===== src/rtl/fsme_pkg.sv =====
// Shared constants, codes and types of the flow shop makespan evaluator.
package fsme_pkg;

	localparam int JOBS     = 16;
	localparam int STAGES   = 4;
	localparam int MACHINES = 16;

	localparam int JOB_W  = (JOBS > 1) ? $clog2(JOBS) : 1;
	localparam int STG_W  = (STAGES > 1) ? $clog2(STAGES) : 1;
	localparam int MCH_W  = (MACHINES > 1) ? $clog2(MACHINES) : 1;
	localparam int PT_W   = 12;
	localparam int TIME_W = 20;
	localparam int MCNT_W = 5;
	localparam int SCNT_W = 3;

	localparam int TBL_DEPTH = JOBS * STAGES;
	localparam int MFT_DEPTH = STAGES * MACHINES;
	localparam int MFT_AW    = STG_W + MCH_W;

	localparam logic [TIME_W-1:0] TIME_MAX = '1;

	// Item kinds carried on the input tuser bit
	localparam logic CMD_WRITE = 1'b0;
	localparam logic CMD_SCHED = 1'b1;

	// Configuration register indexes
	typedef enum logic [2:0] {
		REG_STAGES = 3'd0,
		REG_MACH0  = 3'd1,
		REG_MACH1  = 3'd2,
		REG_MACH2  = 3'd3,
		REG_MACH3  = 3'd4
	} reg_idx_t;

	// Sequencer states
	typedef enum logic [6:0] {
		ST_IDLE   = 7'b0000001,
		ST_LOOKUP = 7'b0000010,
		ST_SCAN   = 7'b0000100,
		ST_WRITE  = 7'b0001000,
		ST_MREAD  = 7'b0010000,
		ST_MAX    = 7'b0100000,
		ST_DONE   = 7'b1000000
	} state_t;

	// Clamped configuration seen by the sequencer
	typedef struct packed {
		logic [STG_W-1:0]             last_stage;
		logic [STAGES-1:0][MCH_W-1:0] last_mach;
	} cfg_t;

	// One input item
	typedef struct packed {
		logic            command;
		logic [3:0]      job;
		logic [1:0]      stage;
		logic [PT_W-1:0] time_value;
		logic            last;
	} item_t;

	// One result item
	typedef struct packed {
		logic [TIME_W-1:0] job_finish;
		logic              sequence_done;
		logic [TIME_W-1:0] makespan;
	} res_t;

endpackage


===== src/rtl/fsme_ram.sv =====
// Generic single-port-write, single-port-read RAM with registered read data.
module fsme_ram #(
	parameter int DEPTH = 64,
	parameter int WIDTH = 20
) (
	input  logic                                   clk,
	input  logic                                   we,
	input  logic [((DEPTH > 1) ? $clog2(DEPTH) : 1)-1:0] waddr,
	input  logic [WIDTH-1:0]                       wdata,
	input  logic                                   re,
	input  logic [((DEPTH > 1) ? $clog2(DEPTH) : 1)-1:0] raddr,
	output logic [WIDTH-1:0]                       rdata
);

	logic [WIDTH-1:0] mem [DEPTH];

	// Write port
	always_ff @(posedge clk) begin
		if (we) begin
			mem[waddr] <= wdata;
		end
	end

	// Read port, data held until the next read
	always_ff @(posedge clk) begin
		if (re) begin
			rdata <= mem[raddr];
		end
	end

endmodule


===== src/rtl/fsme_seq.sv =====
// Scheduling sequencer: table lookups, machine scans and free-time updates.
module fsme_seq (
	input  logic            clk,
	input  logic            arst_n,
	input  fsme_pkg::cfg_t  cfg,
	input  logic            in_valid,
	output logic            in_ready,
	input  fsme_pkg::item_t item,
	output logic            res_valid,
	input  logic            res_ready,
	output fsme_pkg::res_t  res
);

	import fsme_pkg::*;

	state_t              state_q;
	logic [JOB_W-1:0]    job_q;
	logic                last_q;
	logic [STG_W-1:0]    st_q;
	logic [MCH_W-1:0]    rd_idx_q;
	logic [TIME_W-1:0]   best_val_q;
	logic [MCH_W-1:0]    best_idx_q;
	logic [TIME_W-1:0]   finish_q;
	logic [TIME_W-1:0]   mk_q;
	logic [MFT_DEPTH-1:0] valid_q;
	logic [MFT_AW-1:0]   mft_raddr_s1;

	logic                in_fire;
	logic [MCH_W-1:0]    lim;
	logic                stage_ok;

	logic                tbl_we;
	logic [JOB_W+STG_W-1:0] tbl_waddr;
	logic                tbl_re;
	logic [JOB_W+STG_W-1:0] tbl_raddr;
	logic [PT_W-1:0]     tbl_rdata;

	logic                mft_we;
	logic [MFT_AW-1:0]   mft_waddr;
	logic                mft_re;
	logic [MFT_AW-1:0]   mft_raddr;
	logic [TIME_W-1:0]   mft_rdata;
	logic [TIME_W-1:0]   cur;

	logic [TIME_W-1:0]   start;
	logic [TIME_W:0]     sum_w;
	logic [TIME_W-1:0]   new_time;

	assign in_ready  = (state_q == ST_IDLE);
	assign in_fire   = in_valid && in_ready;
	assign lim       = cfg.last_mach[st_q];
	assign stage_ok  = (32'(item.stage) < STAGES);

	// Processing time table: written by write items, read once per stage
	assign tbl_we    = in_fire && (item.command == CMD_WRITE) && stage_ok;
	assign tbl_waddr = {JOB_W'(item.job), STG_W'(item.stage)};
	assign tbl_re    = (state_q == ST_LOOKUP);
	assign tbl_raddr = {job_q, st_q};

	fsme_ram #(
		.DEPTH(TBL_DEPTH),
		.WIDTH(PT_W)
	) u_tbl (
		.clk  (clk),
		.we   (tbl_we),
		.waddr(tbl_waddr),
		.wdata(item.time_value),
		.re   (tbl_re),
		.raddr(tbl_raddr),
		.rdata(tbl_rdata)
	);

	// Machine free-time reads: first entry of a row, then one entry a cycle
	always_comb begin
		mft_re    = 1'b0;
		mft_raddr = {st_q, MCH_W'(0)};
		if (state_q == ST_LOOKUP || state_q == ST_MREAD) begin
			mft_re = 1'b1;
		end else if ((state_q == ST_SCAN || state_q == ST_MAX) && rd_idx_q != lim) begin
			mft_re    = 1'b1;
			mft_raddr = {st_q, rd_idx_q + MCH_W'(1)};
		end
	end

	// Start and saturated finish of the job on the chosen machine
	assign start    = (best_val_q > finish_q) ? best_val_q : finish_q;
	assign sum_w    = {1'b0, start} + (TIME_W+1)'(tbl_rdata);
	assign new_time = sum_w[TIME_W] ? TIME_MAX : sum_w[TIME_W-1:0];

	assign mft_we    = (state_q == ST_WRITE);
	assign mft_waddr = {st_q, best_idx_q};

	fsme_ram #(
		.DEPTH(MFT_DEPTH),
		.WIDTH(TIME_W)
	) u_mft (
		.clk  (clk),
		.we   (mft_we),
		.waddr(mft_waddr),
		.wdata(new_time),
		.re   (mft_re),
		.raddr(mft_raddr),
		.rdata(mft_rdata)
	);

	// Hold the address of the read in flight to look up its valid bit
	always_ff @(posedge clk) begin
		if (mft_re) begin
			mft_raddr_s1 <= mft_raddr;
		end
	end

	// An entry never written since the last clear reads as zero
	assign cur = valid_q[mft_raddr_s1] ? mft_rdata : '0;

	// Result toward the output register
	assign res_valid         = (state_q == ST_DONE);
	assign res.job_finish    = finish_q;
	assign res.sequence_done = last_q;
	assign res.makespan      = mk_q;

	// Control sequencer
	always_ff @(posedge clk or negedge arst_n) begin
		if (!arst_n) begin
			state_q  <= ST_IDLE;
			st_q     <= '0;
			rd_idx_q <= '0;
			valid_q  <= '0;
		end else begin
			unique case (state_q)
				ST_IDLE: begin
					if (in_fire && item.command == CMD_SCHED) begin
						st_q    <= '0;
						state_q <= ST_LOOKUP;
					end
				end
				ST_LOOKUP: begin
					rd_idx_q <= '0;
					state_q  <= ST_SCAN;
				end
				ST_SCAN: begin
					if (tbl_rdata == '0) begin
						// skipped stage: advance
						if (st_q == cfg.last_stage) begin
							state_q <= last_q ? ST_MREAD : ST_DONE;
						end else begin
							st_q    <= st_q + STG_W'(1);
							state_q <= ST_LOOKUP;
						end
					end else if (rd_idx_q == lim) begin
						state_q <= ST_WRITE;
					end else begin
						rd_idx_q <= rd_idx_q + MCH_W'(1);
					end
				end
				ST_WRITE: begin
					valid_q[mft_waddr] <= 1'b1;
					if (st_q == cfg.last_stage) begin
						state_q <= last_q ? ST_MREAD : ST_DONE;
					end else begin
						st_q    <= st_q + STG_W'(1);
						state_q <= ST_LOOKUP;
					end
				end
				ST_MREAD: begin
					rd_idx_q <= '0;
					state_q  <= ST_MAX;
				end
				ST_MAX: begin
					if (rd_idx_q == lim) begin
						// order closed: drop all machine times
						valid_q <= '0;
						state_q <= ST_DONE;
					end else begin
						rd_idx_q <= rd_idx_q + MCH_W'(1);
					end
				end
				ST_DONE: begin
					if (res_ready) begin
						state_q <= ST_IDLE;
					end
				end
				default: begin
					state_q <= ST_IDLE;
				end
			endcase
		end
	end

	// Job payload: order, best machine, finish and makespan
	always_ff @(posedge clk) begin
		if (in_fire && item.command == CMD_SCHED) begin
			job_q    <= JOB_W'(item.job);
			last_q   <= item.last;
			finish_q <= '0;
			mk_q     <= '0;
		end
		if (state_q == ST_SCAN && (rd_idx_q == '0 || cur < best_val_q)) begin
			best_val_q <= cur;
			best_idx_q <= rd_idx_q;
		end
		if (state_q == ST_WRITE) begin
			finish_q <= new_time;
		end
		if (state_q == ST_MAX && cur > mk_q) begin
			mk_q <= cur;
		end
	end

`ifndef SYNTH
	a_scan_in_range: assert property (@(posedge clk) disable iff (!arst_n)
		(state_q == ST_SCAN && tbl_rdata != '0) |-> (rd_idx_q <= lim))
		else $error("machine scan ran past the machine count");

	a_clear_on_close: assert property (@(posedge clk) disable iff (!arst_n)
		(state_q == ST_MAX && rd_idx_q == lim) |=> (valid_q == '0))
		else $error("machine times not cleared after order close");

	a_makespan_only_on_close: assert property (@(posedge clk) disable iff (!arst_n)
		(res_valid && !res.sequence_done) |-> (res.makespan == '0))
		else $error("makespan given on a result that does not close the order");

	a_finish_no_wrap: assert property (@(posedge clk) disable iff (!arst_n)
		(state_q == ST_WRITE) |-> (new_time >= finish_q && new_time >= best_val_q))
		else $error("finish time wrapped instead of saturating");
`endif

endmodule


===== src/rtl/flow_shop_makespan_evaluator_core.sv =====
// Top level: configuration registers, stream ports and result register.
//
// Channel | Dir | Handshake          | Payload
// s_*     | in  | s_tvalid/s_tready  | tuser command, tdata job/stage/time_value, tlast last
// m_*     | out | m_tvalid/m_tready  | tdata job_finish/makespan, tlast sequence_done
// cfg_*   | in  | cfg_valid/cfg_ready| cfg_index register number, cfg_data value
//
// A schedule item looks up each stage in use, skips one whose time is zero, else scans
// its machines and writes the chosen one, and scans the last stage again when it closes
// the order; the one-entry-a-cycle read port of the machine free-time memory paces
// the scans. Reset clears all machine times and loads the register defaults; no clearing
// pass is needed. A stalled result waits in the output register while the next item
// is taken; the sequencer stalls only when a second result is due.
module flow_shop_makespan_evaluator_core (
	input  logic        clk,
	input  logic        arst_n,
	input  logic        s_tvalid,
	output logic        s_tready,
	input  logic [23:0] s_tdata,   // [3:0] job, [5:4] stage, [17:6] time_value, [23:18] zero
	input  logic [0:0]  s_tuser,   // [0] command
	input  logic        s_tlast,
	output logic        m_tvalid,
	input  logic        m_tready,
	output logic [39:0] m_tdata,   // [19:0] job_finish, [39:20] makespan
	output logic        m_tlast,
	input  logic        cfg_valid,
	output logic        cfg_ready,
	input  logic [2:0]  cfg_index,
	input  logic [4:0]  cfg_data
);

	import fsme_pkg::*;

	logic [SCNT_W-1:0]            stages_q;
	logic [STAGES-1:0][MCNT_W-1:0] mach_q;
	logic [SCNT_W-1:0]            stages_eff;
	logic [MCNT_W-1:0]            mach_eff [STAGES];
	cfg_t                         cfg;
	item_t                        item;
	logic                         res_valid;
	logic                         res_ready;
	res_t                         res;
	logic                         out_valid_q;
	res_t                         out_res_q;

	assign cfg_ready = 1'b1;

	// Configuration register writes
	always_ff @(posedge clk or negedge arst_n) begin
		if (!arst_n) begin
			stages_q  <= SCNT_W'(2);
			mach_q[0] <= MCNT_W'(11);
			mach_q[1] <= MCNT_W'(5);
			mach_q[2] <= MCNT_W'(1);
			mach_q[3] <= MCNT_W'(1);
		end else if (cfg_valid && cfg_ready) begin
			case (cfg_index)
				REG_STAGES: stages_q  <= cfg_data[SCNT_W-1:0];
				REG_MACH0:  mach_q[0] <= cfg_data;
				REG_MACH1:  mach_q[1] <= cfg_data;
				REG_MACH2:  mach_q[2] <= cfg_data;
				REG_MACH3:  mach_q[3] <= cfg_data;
				default: begin
				end
			endcase
		end
	end

	// Clamp counts into range and turn them into last indexes
	always_comb begin
		stages_eff = stages_q;
		if (stages_q == '0) begin
			stages_eff = SCNT_W'(1);
		end else if (32'(stages_q) > STAGES) begin
			stages_eff = SCNT_W'(STAGES);
		end
		cfg.last_stage = STG_W'(stages_eff - SCNT_W'(1));
		for (int i = 0; i < STAGES; i++) begin
			mach_eff[i] = mach_q[i];
			if (mach_q[i] == '0) begin
				mach_eff[i] = MCNT_W'(1);
			end else if (32'(mach_q[i]) > MACHINES) begin
				mach_eff[i] = MCNT_W'(MACHINES);
			end
			cfg.last_mach[i] = MCH_W'(mach_eff[i] - MCNT_W'(1));
		end
	end

	// Unpack the input transfer
	assign item.command    = s_tuser[0];
	assign item.job        = s_tdata[3:0];
	assign item.stage      = s_tdata[5:4];
	assign item.time_value = s_tdata[17:6];
	assign item.last       = s_tlast;

	fsme_seq u_seq (
		.clk      (clk),
		.arst_n   (arst_n),
		.cfg      (cfg),
		.in_valid (s_tvalid),
		.in_ready (s_tready),
		.item     (item),
		.res_valid(res_valid),
		.res_ready(res_ready),
		.res      (res)
	);

	// Output register: free when empty or being taken
	assign res_ready = !out_valid_q || m_tready;

	always_ff @(posedge clk or negedge arst_n) begin
		if (!arst_n) begin
			out_valid_q <= 1'b0;
		end else if (res_ready) begin
			out_valid_q <= res_valid;
		end
	end

	always_ff @(posedge clk) begin
		if (res_valid && res_ready) begin
			out_res_q <= res;
		end
	end

	assign m_tvalid = out_valid_q;
	assign m_tdata  = {out_res_q.makespan, out_res_q.job_finish};
	assign m_tlast  = out_res_q.sequence_done;

endmodule

===== config.mk =====
export PLATFORM = sky130hd
export DESIGN_NAME = flow_shop_makespan_evaluator_core
export DESIGN_NICKNAME = d
export VERILOG_FILES = /design/src/rtl/fsme_pkg.sv /design/src/rtl/fsme_ram.sv /design/src/rtl/fsme_seq.sv /design/src/rtl/flow_shop_makespan_evaluator_core.sv
export SDC_FILE = /design/constraint.sdc
export NUM_CORES = 2
export LEC_CHECK = 0
export BUFFER_PORTS_ARGS = -buffer_cell sky130_fd_sc_hd__buf_4
export CAP_MARGIN = 40
export CORE_ASPECT_RATIO = 1.1
export CORE_UTILIZATION = 45
export DETAILED_ROUTE_END_ITERATION = 10
export GPL_ROUTABILITY_DRIVEN = 0
export GPL_TIMING_DRIVEN = 0
export PLACE_DENSITY_LB_ADDON = 0.25
export SLEW_MARGIN = 10
export SYNTH_ARGS = -nofsm -noshare
export SYNTH_HDL_FRONTEND = slang
export SYNTH_SLANG_ARGS = --single-unit

===== constraint.sdc =====
create_clock -name clk -period 16.7 [get_ports clk]
set_clock_uncertainty 0.2 [all_clocks]
set_input_delay 2.505 -clock clk [delete_from_list [all_inputs] [get_ports clk]]
set_output_delay 2.505 -clock clk [all_outputs]
set_load 0.05 [all_outputs]

# Word level (Yosys, flattened, before mapping)
# Memory sizes are Yosys's and may differ from the RTL's. A register that Yosys moved wholly into a read port is not among the register bits.
# Index checks and enable logic that the tools add are counted.
dict set report totals {
  input_bits 39
  reg_bits 217
  mem_bits_rw 2048
  n_memories 2
}
dict set report op_classes {
  addsub 8
  n_bitwise 2
  mux 47
  n_reduce_logical 36
  magnitude_cmp 12
  eq_ne 20
}
# name depth width read_ports rd_clocked_by_memory_dff write_ports line
set memory_table {}
lappend memory_table {u_seq.u_mft.mem 64 20 1 1 1 fsme_ram.sv:15} ;# logic [WIDTH-1:0] mem [DEPTH];
lappend memory_table {u_seq.u_tbl.mem 64 12 1 1 1 fsme_ram.sv:15}
# op n
set op_table {}
lappend op_table {{64-bit one-hot mux with 2 select lines} 1}
lappend op_table {{20-bit two-way mux} 6}
lappend op_table {{64-bit two-way mux} 1}
lappend op_table {{64-bit bitwise OR} 1}
lappend op_table {{4-bit two-way mux} 13}
lappend op_table {{7-bit two-way mux} 7}
lappend op_table {{7-bit one-hot mux with 7 select lines} 1}
lappend op_table {{20-bit greater-than comparator} 2}
lappend op_table {{20-bit by 12-bit adder with 21-bit output} 1}
lappend op_table {{5-bit greater-than comparator, second input constant} 4}
lappend op_table {{5-bit zero test} 4}
lappend op_table {{20-bit less-than comparator} 1}
lappend op_table {{4-bit by 1-bit subtractor with 4-bit output, second input constant} 4}
lappend op_table {{6-bit by 7-bit less-than comparator with 1-bit output, second input constant} 2}
lappend op_table {{2-bit AND reduction} 7}
lappend op_table {{12-bit zero test} 1}
lappend op_table {{4-bit one-hot mux with 3 select lines} 1}
lappend op_table {{2-bit two-way mux} 5}
lappend op_table {{4-bit binary-select mux with 2-bit select} 1}
lappend op_table {{1-bit logical AND} 8}
lappend op_table {{1-bit two-way mux} 8}
lappend op_table {{2-bit != test, second input constant} 4}
lappend op_table {{7-bit by 1-bit == test with 1-bit output, second input constant} 1}
lappend op_table {{7-bit by 2-bit == test with 1-bit output, second input constant} 1}
lappend op_table {{other kinds (32)} 40}

# Depth between registers and ports, before layout
dict set report depth {
  depth_word 10
  mapped_depth 24
}

# Hierarchy
# A second synthesis with hierarchy kept.
dict set report unflattened {
  cells_unflattened 4623
  area_unflattened_um2 91457.7
}
# mod n_inst cells_per_inst area_each_um2 seq_area_each_um2
set modules_own_cells {}
lappend modules_own_cells {{fsme_ram at u_seq.u_mft} 1 2243 49695.2 39037.4}
lappend modules_own_cells {{fsme_ram at u_seq.u_tbl} 1 1339 29971.2 23422.5}
lappend modules_own_cells {fsme_seq 1 904 9305.2 4180.3}
lappend modules_own_cells {flow_shop_makespan_evaluator_core 1 137 2486.1 1841.8}

# Worst setup path after synthesis
# OpenSTA, ideal clock, no wires.
dict set report synth_timing {
  path_type {register to register}
  startpoint {register u_seq.best_val_q[18]}
  endpoint {memory u_seq.u_mft.mem[0][18], data pin}
  path_stages_with_launch 22
  slack_ps 4973
  period_less_slack_ps 11727
  arrival_ps 10229
  path_buffers 2
  path_cell_list {edfxtp_1 > ha_1 > nand4_1 > nor4_1 > inv_1 > a21oi_1 > nor3_1 > a21oi_1 > clkbuf_1 > mux2_2 > ha_1 > inv_1 > fa_1 > nor2b_1 > o21ai_0 > a21boi_0 > o211ai_1 > a211o_1 > a31o_2 > clkbuf_1 > o221a_2 > a2111oi_0}
}
dict set report synth_between {
  elab_chain_cells 4
}
# item line
set synth_rtl {}
lappend synth_rtl {{from (decl)} fsme_seq.sv:21} ;# logic [TIME_W-1:0] best_val_q;
lappend synth_rtl {{from (signal assigned)} fsme_seq.sv:199} ;# best_val_q <= cur;
lappend synth_rtl {{20-bit greater-than comparator} fsme_seq.sv:86} ;# assign start = (best_val_q > finish_q) ? best_val_q : finish_q;
lappend synth_rtl {{20-bit two-way mux *} fsme_seq.sv:86}
lappend synth_rtl {{20-bit by 12-bit adder with 21-bit output *} fsme_seq.sv:87} ;# assign sum_w = {1'b0, start} + (TIME_W+1)'(tbl_rdata);
lappend synth_rtl {{20-bit two-way mux *} fsme_seq.sv:88} ;# assign new_time = sum_w[TIME_W] ? TIME_MAX : sum_w[TIME_W-1:0];
lappend synth_rtl {{named net u_seq.new_time[18]} fsme_seq.sv:47} ;# logic [TIME_W-1:0] new_time;
lappend synth_rtl {{to (decl)} fsme_ram.sv:15}
# Mark *: on every way through the listed nets, which the timed path passes. The rest lies on a longest branch.

# Final worst setup path
dict set report layout_timing {
  startpoint {register u_seq.finish_q[15]}
  endpoint {memory u_seq.u_mft.mem[31][16], data pin}
}
dict set report layout_between {
  elab_chain_cells 4
}
# item line
set layout_rtl {}
lappend layout_rtl {{from (decl)} fsme_seq.sv:23} ;# logic [TIME_W-1:0] finish_q;
lappend layout_rtl {{from (signal assigned)} fsme_seq.sv:203} ;# finish_q <= new_time;
lappend layout_rtl {{20-bit greater-than comparator} fsme_seq.sv:86}
lappend layout_rtl {{20-bit two-way mux *} fsme_seq.sv:86}
lappend layout_rtl {{20-bit by 12-bit adder with 21-bit output *} fsme_seq.sv:87}
lappend layout_rtl {{20-bit two-way mux *} fsme_seq.sv:88}
lappend layout_rtl {{named net u_seq.new_time[16]} fsme_seq.sv:47}
# Marked as above.

==> metrics.cfg <==
[route]
wl_per_cell_um = 31.0
first_pass_iters = 6
wl_mm = 268
vias = 52500
via_per_inst = 6.08
drtAntennaViolNets = 0
drc_errors = 0
drt_iter0_drc = 6618

[power]
p_per_area_nw_per_um2 = 153
p_int_mw = 11.2
combPwrFrac = 0.257
switching_share = 0.313
power_switching_mw = 5.11
clkPwrFrac = 0.299
peakVddDrop_uv = 215
p_leak_nw = 35.3
seqPwrFrac = 0.444
total_power_mw = 16.3

[run]
maxCapViolations = 0

[logic_synthesis]
yosysTopAreaCell = edfxtp_1
syn-cell-area_sq_um = 92300
ys.warnings.count = 0
avgSynthCellArea_sq_um = 17.7
synth-xor-area-share = 0.00313
ys_seq_elements = 2297
synth_top_family_by_area = multiplexers
yosys.area_share.simple = 0.0446
async_flop_share = 0.0440
synth_area_leaders = edfxtp_1 71%, mux4_2 8.2%, mux2i_1 2.8%
synth_compound_area_frac = 0.0596
synth_cell_types = 80
ys_seq_area_frac = 0.742
synth_mux_area_frac = 0.121
ys.flop_type = edfxtp_1
synth_top_area_frac = 0.715
syn_nets = 5320
syn_inst = 5198
synth_edf_count = 2196
synthAdderAreaFrac = 0.0113

[placement]
placed_area_sq_um = 99800
io_buffer_count = 75
dpl.hpwl_mm = 187

[floorplanning]
io_pins = 83
die_w_um = 434
die_area_sq_um = 207000
start_util = 0.455
coreArea_sq_um = 203000
fp.dieH_um = 477
rows = 173

[clock_tree]
cts_repair_resize_count = 0
cts_setup_buffers = 0
clock-sinks = 2297
clock_latency_ps = 870
cts_tree = built
cts_buffer_depth = 3
cts_root_buf = clkbuf_16
cts_hold_buf = 0
cts_buffers = 219
cts_max_level = 4
cts.clk_slew.worst_paths_ps = 60

[sta]
slew_viol_final = 0
fmax_mhz = 131
setup_tns_ps = 0
fin_hold_ws_ps = 251
setup_viol = 0
rsz0062_at_grt = no
slew_headroom = 0.255
worst_pin_slew_ps = 1090
final_hold_viol_count = 0
period_share = 0.457
min_period_ps = 7630

[critical_path]
arrival_ps = 7960
required_ps = 17030
endpoint_kind = flip-flop
start_kind = flip-flop
crit_fanout = 36
setup.worst_path.class = flip-flop to flip-flop

[grt]
grt_max_degree = 68
overflow = 0
first_global_vias = 51300
track_usage = 0.258
grt_pass1_wl_mm = 377
antenna_found_initial = 16

[final_layout]
nets = 5865
fin_area_sq_um = 107000
fillers = 16200
final_cell_mix = 2196 x edfxtp_1, 336 x mux4_2, 334 x nor2_1
final_layout_size_suffix_gt1_frac = 0.205
final_common_cell = edfxtp_1
area_delta_synth_final_pct = 15.7

[outcome]
outcome = finished clean

[hold_path]
holdCritPathClass = flip-flop to flip-flop

==> path summary, 6_finish.rpt <==
check | startpoint | to | slack, ps | cells past startpoint
hold reg to reg | u_seq.mk_q[10] | m_tdata[30] | 250 | 0
max in group asynchronous | arst_n | mach_q[5] | 14240 | 2
setup reg to reg | u_seq.finish_q[15] | u_seq.u_mft.mem[31][16] | 9070 | 25
min in group asynchronous | arst_n | u_seq.valid_q[36] | 1330 | 1
hold / removal | u_seq.mk_q[10] | m_tdata[30] | 250 | 0
setup / recovery | u_seq.finish_q[15] | u_seq.u_mft.mem[31][16] | 9070 | 25
==> power by group through the flow <==
stage / clock network [mW] / logic, mW / registers (mW)
3_5_place_dp: 0 / 4.14 / 7.36
3_3_place_gp: 0 / 3.63 / 7.54
5_1_grt: 5.12 / 4.32 / 7.24
2_1_floorplan: 0 / 2.02 / 7.38
4_1_cts: 4.92 / 4.15 / 7.24
6_report: 4.87 / 4.20 / 7.24
==> metrics by stage <==
stage                     utilization  setup slack [ps]  instances
final                           0.526              9070       8640
after global routing            0.526              8650       8635
after CTS                       0.526              9190       8628
after detailed placement        0.492              9250       8229
after global placement          0.474             -4900       7985
after floorplan                     -              4970       5198
==> kinds of logic (layout without fill, tap and decap cells) <==
family	count (synthesis)	after routing
flops	2297	2297
simple gates	897	897
compound gates	787	787
mux	685	685
buf+inv	415	1138
fa+ha+maj	83	83
xor+xnor	33	33
other cells	1	8
==> critical path, cell delays in order (launching register included) <==
cell	delay, ps
edfxtp_1	470
inv_1	110
ha_1	310
nand4_1	190
nor4_1	320
inv_1	100
a21oi_1	160
nor3_1	60
a21oi_1	340
clkbuf_1	560
clkbuf_1	370
nand2_1	100
o21ai_0	150
ha_1	330
nor2b_1	140
o21ai_0	220
a21boi_0	170
o211ai_1	260
a211o_1	210
a31o_2	180
clkbuf_1	430
nor3_1	120
nand2_1	360
clkbuf_1	550
nand2_4	460
buf_12	320
==> synthesized netlist by cell type, types with 26 or more instances <==
library cell and n:
edfxtp_1 2196, a21o_1 38, o21ai_0 117, nor2_1 402, mux2i_1 254, o32ai_1 27
buf_2 40, nor2b_1 32, mux4_2 336, a211o_1 26, ha_1 82, inv_1 117
buf_1 76, nand4_1 46, o221ai_1 78, a211oi_1 53, xnor2_1 27, a22oi_1 40
o211ai_1 45, dfrtp_1 92, nand2_1 209, a21oi_1 190, nand3_1 33, clkbuf_1 173
mux2_2 95
==> flip-flops by register name (all words and copies together), names as in the netlist, 3 cells and up <==
signal / count
m_tdata: 40
mach_q: 20
stages_q: 3
u_seq.best_idx_q: 4
u_seq.best_val_q: 20
u_seq.finish_q: 20
u_seq.job_q: 4
u_seq.mft_raddr_s1: 6
u_seq.mk_q: 20
u_seq.rd_idx_q: 4
u_seq.state_q: 7
u_seq.u_mft.mem: 1280
u_seq.u_mft.rdata: 20
u_seq.u_tbl.mem: 768
u_seq.u_tbl.rdata: 12
u_seq.valid_q: 64
==> metal layers <==
layer | track usage | share of wire | vias up
met5 | 0 | 0.000049 | -
met1 | 0.341 | 0.38 | 27100
met2 | 0.407 | 0.47 | 2842
met4 | 0.142 | 0.063 | 2
li1 | - | - | 22000
met3 | 0.0422 | 0.082 | 593
==> area by class of cell <==
class	count	area, sq um	area share
sequential	2297	68500	0.641
tap	2712	3390	0.0318
clock buffer	270	5750	0.0538
multi-input combinational	2486	22600	0.211
inverter	120	450	0.00422
clock inverter	129	1190	0.0111
buffer	295	1200	0.0112
timing repair buffer	324	3720	0.0348
antenna	7	17.5	0.000164
No activity file was read; power rests on OpenSTA's default activity.
